--- config.mk ---
export PLATFORM = sky130hd
export DESIGN_NAME = tbi_div
export DESIGN_NICKNAME = d
export VERILOG_FILES = /design/src/rtl/tbi_pkg.sv /design/src/rtl/tbi_div.sv
export SDC_FILE = /design/constraint.sdc
export NUM_CORES = 1
export LEC_CHECK = 0
export BUFFER_PORTS_ARGS = -buffer_cell sky130_fd_sc_hd__buf_2
export CORE_ASPECT_RATIO = 1.5
export CORE_MARGIN = 8
export CORE_UTILIZATION = 48
export CTS_CLUSTER_SIZE = 20
export DETAILED_ROUTE_END_ITERATION = 10
export GPL_ROUTABILITY_DRIVEN = 0
export PLACE_DENSITY = 0.69
export SYNTH_ARGS = -nofsm -noshare
export SYNTH_HDL_FRONTEND = slang
export SYNTH_SLANG_ARGS = --single-unit
--- constraint.sdc ---
create_clock -name clk -period 4.83 [get_ports clk]
set_input_delay 0.483 -clock clk [delete_from_list [all_inputs] [get_ports clk]]
set_output_delay 0.483 -clock clk [all_outputs]
set_load 0.02 [all_outputs]
--- src/rtl/tbi_pkg.sv ---
// tbi_pkg: shared types and constants for the table bilinear interpolator
// no dependencies
`timescale 1ns / 1ps

package tbi_pkg;

    localparam int MAX_ROWS   = 16;
    localparam int MAX_COLS   = 8;
    localparam int VALUE_BITS = 16;
    localparam int ROW_BITS   = 4;
    localparam int COL_BITS   = 3;
    localparam int FRAC_BITS  = 17;
    localparam int ACC_BITS   = 48;

    localparam logic [1:0] ACT_GRID   = 2'd0;
    localparam logic [1:0] ACT_ROW_BP = 2'd1;
    localparam logic [1:0] ACT_COL_BP = 2'd2;
    localparam logic [1:0] ACT_INTERP = 2'd3;

    localparam logic CFG_ROWS = 1'b0;
    localparam logic CFG_COLS = 1'b1;

    localparam logic [4:0] ROWS_RESET = 5'd11;
    localparam logic [3:0] COLS_RESET = 4'd6;

    localparam logic [FRAC_BITS-1:0] FRAC_ONE = 17'h10000;

    typedef struct packed {
        logic [1:0]            action;
        logic [ROW_BITS-1:0]   row_index;
        logic [COL_BITS-1:0]   col_index;
        logic [VALUE_BITS-1:0] load_value;
        logic [VALUE_BITS-1:0] query_row;
        logic [VALUE_BITS-1:0] query_col;
    } in_word_t;

    typedef struct packed {
        logic [VALUE_BITS-1:0] blended_value;
        logic                  out_of_range;
    } out_word_t;

endpackage

--- src/rtl/tbi_div.sv ---
// tbi_div: restoring divider, one quotient bit per cycle
// 32-bit dividend over 16-bit divisor, quotient known to fit 17 bits; uses tbi_pkg
`timescale 1ns / 1ps

module tbi_div
    import tbi_pkg::*;
(
    input  logic                  clk,
    input  logic                  rst_n,
    input  logic                  start,
    input  logic [31:0]           num,
    input  logic [15:0]           den,
    output logic                  done,
    output logic [FRAC_BITS-1:0]  quo
);

    logic        busy_reg, busy_next;
    logic        done_reg, done_next;
    logic [4:0]  cnt_reg, cnt_next;
    logic [15:0] rem_reg, rem_next;
    logic [31:0] num_reg, num_next;
    logic [15:0] den_reg, den_next;
    logic [16:0] trial;
    logic [16:0] diff;
    logic        ge;

    assign trial = {rem_reg, num_reg[31]};
    assign ge    = trial >= {1'b0, den_reg};
    assign diff  = trial - {1'b0, den_reg};

    always_comb
    begin
        busy_next = busy_reg;
        done_next = 1'b0;
        cnt_next  = cnt_reg;
        rem_next  = rem_reg;
        num_next  = num_reg;
        den_next  = den_reg;
        if (start)
        begin
            busy_next = 1'b1;
            cnt_next  = 5'd0;
            rem_next  = 16'd0;
            num_next  = num;
            den_next  = den;
        end
        else if (busy_reg)
        begin
            // quotient bits shift in behind the dividend
            rem_next = ge ? diff[15:0] : trial[15:0];
            num_next = {num_reg[30:0], ge};
            cnt_next = cnt_reg + 5'd1;
            if (cnt_reg == 5'd31)
            begin
                busy_next = 1'b0;
                done_next = 1'b1;
            end
        end
    end

    always_ff @(posedge clk or negedge rst_n)
    begin
        if (!rst_n)
        begin
            busy_reg <= 1'b0;
            done_reg <= 1'b0;
            cnt_reg  <= 5'd0;
        end
        else
        begin
            busy_reg <= busy_next;
            done_reg <= done_next;
            cnt_reg  <= cnt_next;
        end
    end

    always_ff @(posedge clk)
    begin
        rem_reg <= rem_next;
        num_reg <= num_next;
        den_reg <= den_next;
    end

    assign done = done_reg;
    assign quo  = num_reg[FRAC_BITS-1:0];

endmodule

==> flow_metrics.py <==
metrics = {
    "drt": {
        "wirelength_um": 7589,
        "wl_per_cell_um": 15.39,
        "remaining_drc_errors": 0,
        "ant_nets": 0,
        "vias_per_cell": 5.335,
        "drtPass1Iterations": 4,
        "drt_iter0_markers": 83,
        "via_count": 2630,
    },
    "placement": {
        "place.port_buffers": 68,
        "hpwl_um": 5463,
    },
    "sta": {
        "fin_crit_ns": 2.571,
        "slew_headroom_pct": 50.27,
        "fmax_ghz": 0.3889,
        "finalCritPeriodShare_pct": 53.23,
        "finalSetupTns_ns": 0,
        "rsz0062_at_grt": "no",
        "fin_worst_skew_ns": 0.003166,
        "hold_viol_final": 0,
        "worstMarginPinSlew_ns": 0.7459,
        "setup_viol": 0,
        "drv_slew": 0,
    },
    "flow_run": {
        "drv_cap": 0,
    },
    "power_and_ir_drop": {
        "intPower_w": 0.001335,
        "combPwrFrac_pct": 24.4,
        "power_density_nw_per_um2": 424.5,
        "switching_share_pct": 29.07,
        "leakage_nw": 1.905,
        "p_seq_share_pct": 41.0,
        "vdd_drop_max_v": 0.0002131,
        "pwr-share-clk_pct": 34.7,
        "power.switching_w": 0.0005470,
    },
    "cts": {
        "cts_buffer_depth": 2,
        "cts_num_sinks": 71,
        "clk_pin_slew_ns": 0.06,
        "clkLatencyLatePin_ns": 0.33,
        "htree_levels": 3,
        "cts_setup_buffers": 0,
        "numCtsBuffers": 9,
        "cts_tree": "built",
        "cts-root-buf": "clkbuf_16",
    },
    "final_layout": {
        "antenna_cells": 0,
        "drive_above_1_share_pct": 31.96,
        "final_cell_mix": "buf_2, edfxtp_1, mux2_2, nor2_1, inv_1",
        "syn_to_final_growth_pct": 14.88,
        "fin_nets": 453,
        "final_common_cell": "buf_2",
        "largest_reg_flops": 32,
        "postLayoutCoreUtil_pct": 56.06,
    },
    "critical_path": {
        "end_kind": "register",
        "worstSetupStartpoint": "den_reg[8]",
        "crit_type": "register to register",
        "crit_required_ns": 5.04,
        "r2r_cells": 8,
        "r2r-start": "den_reg[8]",
        "start_kind": "register",
        "cp_max_fo": 11,
        "timing.rr.end": "rem_reg[1]",
        "r2r_slack_ns": 2.26,
        "cp_data_arrival_time_ns": 2.78,
    },
    "logic_synthesis": {
        "yosysUniqueCellTypes": 51,
        "syn_nets": 404,
        "synth_seq_cells": 71,
        "synth_area_leaders": "edfxtp_1, mux2_2, dfxtp_1, ha_1, dfrtp_1",
        "synth.top_cell.area_share_pct": 37.35,
        "netlist.top_cell.by_area": "edfxtp_1",
        "syn_area_um2": 3859,
        "syn_inst": 334,
        "async_flop_share_pct": 9.859,
        "ys_warn_count": 0,
        "synth_edf_count": 48,
        "ys_seq_area_share_pct": 50.19,
        "syn_avg_cell_area_um2": 11.55,
        "synth_flop_cell": "edfxtp_1",
    },
    "grt": {
        "grt_usage_pct": 14.67,
        "antenna_found_initial": 0,
        "grt_pass1_wl_um": 12830,
        "grt_max_degree": 47,
        "grt_overflow": 0,
        "grt_pass1_vias": 2840,
    },
    "hold_path": {
        "hold_path.class": "input port to register",
        "hold_end": "den_reg[2]",
        "min_from": "den[2]",
        "holdPathStages": 1,
    },
    "floorplan": {
        "dieArea_um2": 11220,
        "die_width_um": 89.21,
        "rows": 40,
        "core_area_um2": 7908,
        "initial_core_util_pct": 48.80,
        "io_pins": 69,
        "die_y_um": 125.8,
    },
    "run_status": {
        "status": "completed",
    },
}
layout make-up:
| class | count | area, um2 |
|---|---|---|
| fillers | 729 | 3475 |
| flip-flops and latches | 71 | 1937 |
| multi-input cells | 208 | 1625 |
| repair buffers | 71 | 365.4 |
| clock buffers | 11 | 232.7 |
| well taps | 105 | 131.4 |
| inverters | 22 | 82.58 |
| clock inverters | 5 | 58.81 |
critical path, stage by stage (launching register included):
cell and delay, ns:
edfxtp_1 0.33, inv_1 0.04, ha_1 0.43, nand4_2 0.15, or3_4 0.40, o221ai_2 0.26
a21oi_2 0.21, or4b_1 0.50, o311ai_0 0.12
metal layers:
metal  vias to the layer above  GRT usage (%)  share of wire, %
li1                       1298              -                 -
met1                      1230          15.97                41
met2                        84          23.39                49
met3                        18          6.055               6.8
met4                         0          7.776               2.6
met5                         -              0                 0
worst max-delay path by stage:
stage | end | slack [ns] | cells past startpoint
2_1_floorplan | num_reg[0] | 2.54 | 9
3_3_place_gp | rem_reg[9] | 2.31 | 8
3_5_place_dp | rem_reg[10] | 2.26 | 8
4_1_cts | rem_reg[1] | 2.25 | 8
5_1_grt | rem_reg[14] | 2.07 | 9
6_report | rem_reg[1] | 2.26 | 8
what timing repair did:
| item | in CTS | in global routing |
|---|---|---|
| endpoints found under the hold margin | 7 | 0 |
| resized for setup | 0 | 0 |
| hold buffers | 1 | 0 |
Yosys cell counts (3+ instances only):
master,number
mux2_2,32
clkbuf_1,9
nand3_1,3
mux2i_1,11
dfrtp_1,7
nor2_1,26
xnor2_1,7
nand2_1,16
o21ai_0,7
xor2_1,7
a21oi_1,16
dfxtp_1,16
nand2b_1,6
ha_1,18
a211oi_1,12
inv_1,22
buf_4,20
a311oi_1,3
edfxtp_1,48
a21o_1,5
cells by family (layout without fill, tap and decap cells):
kind of cell               count (synthesis)  count (layout)  share of synthesized area [%]
buffers and inverters                     55             109                          7.685
AOI/OAI and AO/OA                         63              63                          11.22
adders and majority gates                 19              19                          6.356
and+or+nand+nor                           69              69                          9.177
muxes                                     43              43                          12.19
xor gates and xnor gates                  14              14                          3.178
DFF                                       71              71                          50.19
metrics by stage:
| stage | std cells | hold WS (ns) | setup slack (ns) | total power [W] | instance area (um2) |
|---|---|---|---|---|---|
| 6_report | 493 | 0.3242 | 2.259 | 0.001882 | 4433 |
| 5_1_grt | 493 | 0.3159 | 2.072 | 0.001979 | 4433 |
| 4_1_cts | 493 | 0.3077 | 2.251 | 0.001902 | 4433 |
| 3_5_place_dp | 476 | 0.3297 | 2.260 | 0.001242 | 4131 |
| 3_3_place_gp | 476 | 0.3243 | 2.308 | 0.001231 | 4131 |
| 2_1_floorplan | 334 | 0.1874 | 2.538 | 0.001165 | 3859 |
power by group through the flow:
stage | clock network, W | registers, W | logic [W]
finish | 0.000652 | 0.000771 | 0.000458
global route | 0.000686 | 0.000782 | 0.000511
CTS | 0.000667 | 0.000772 | 0.000462
detailed placement | 0 | 0.000783 | 0.000460
global placement | 0 | 0.000781 | 0.000450
floorplan | 0 | 0.000770 | 0.000395
Note: power is estimated with default switching activity, not from simulation.
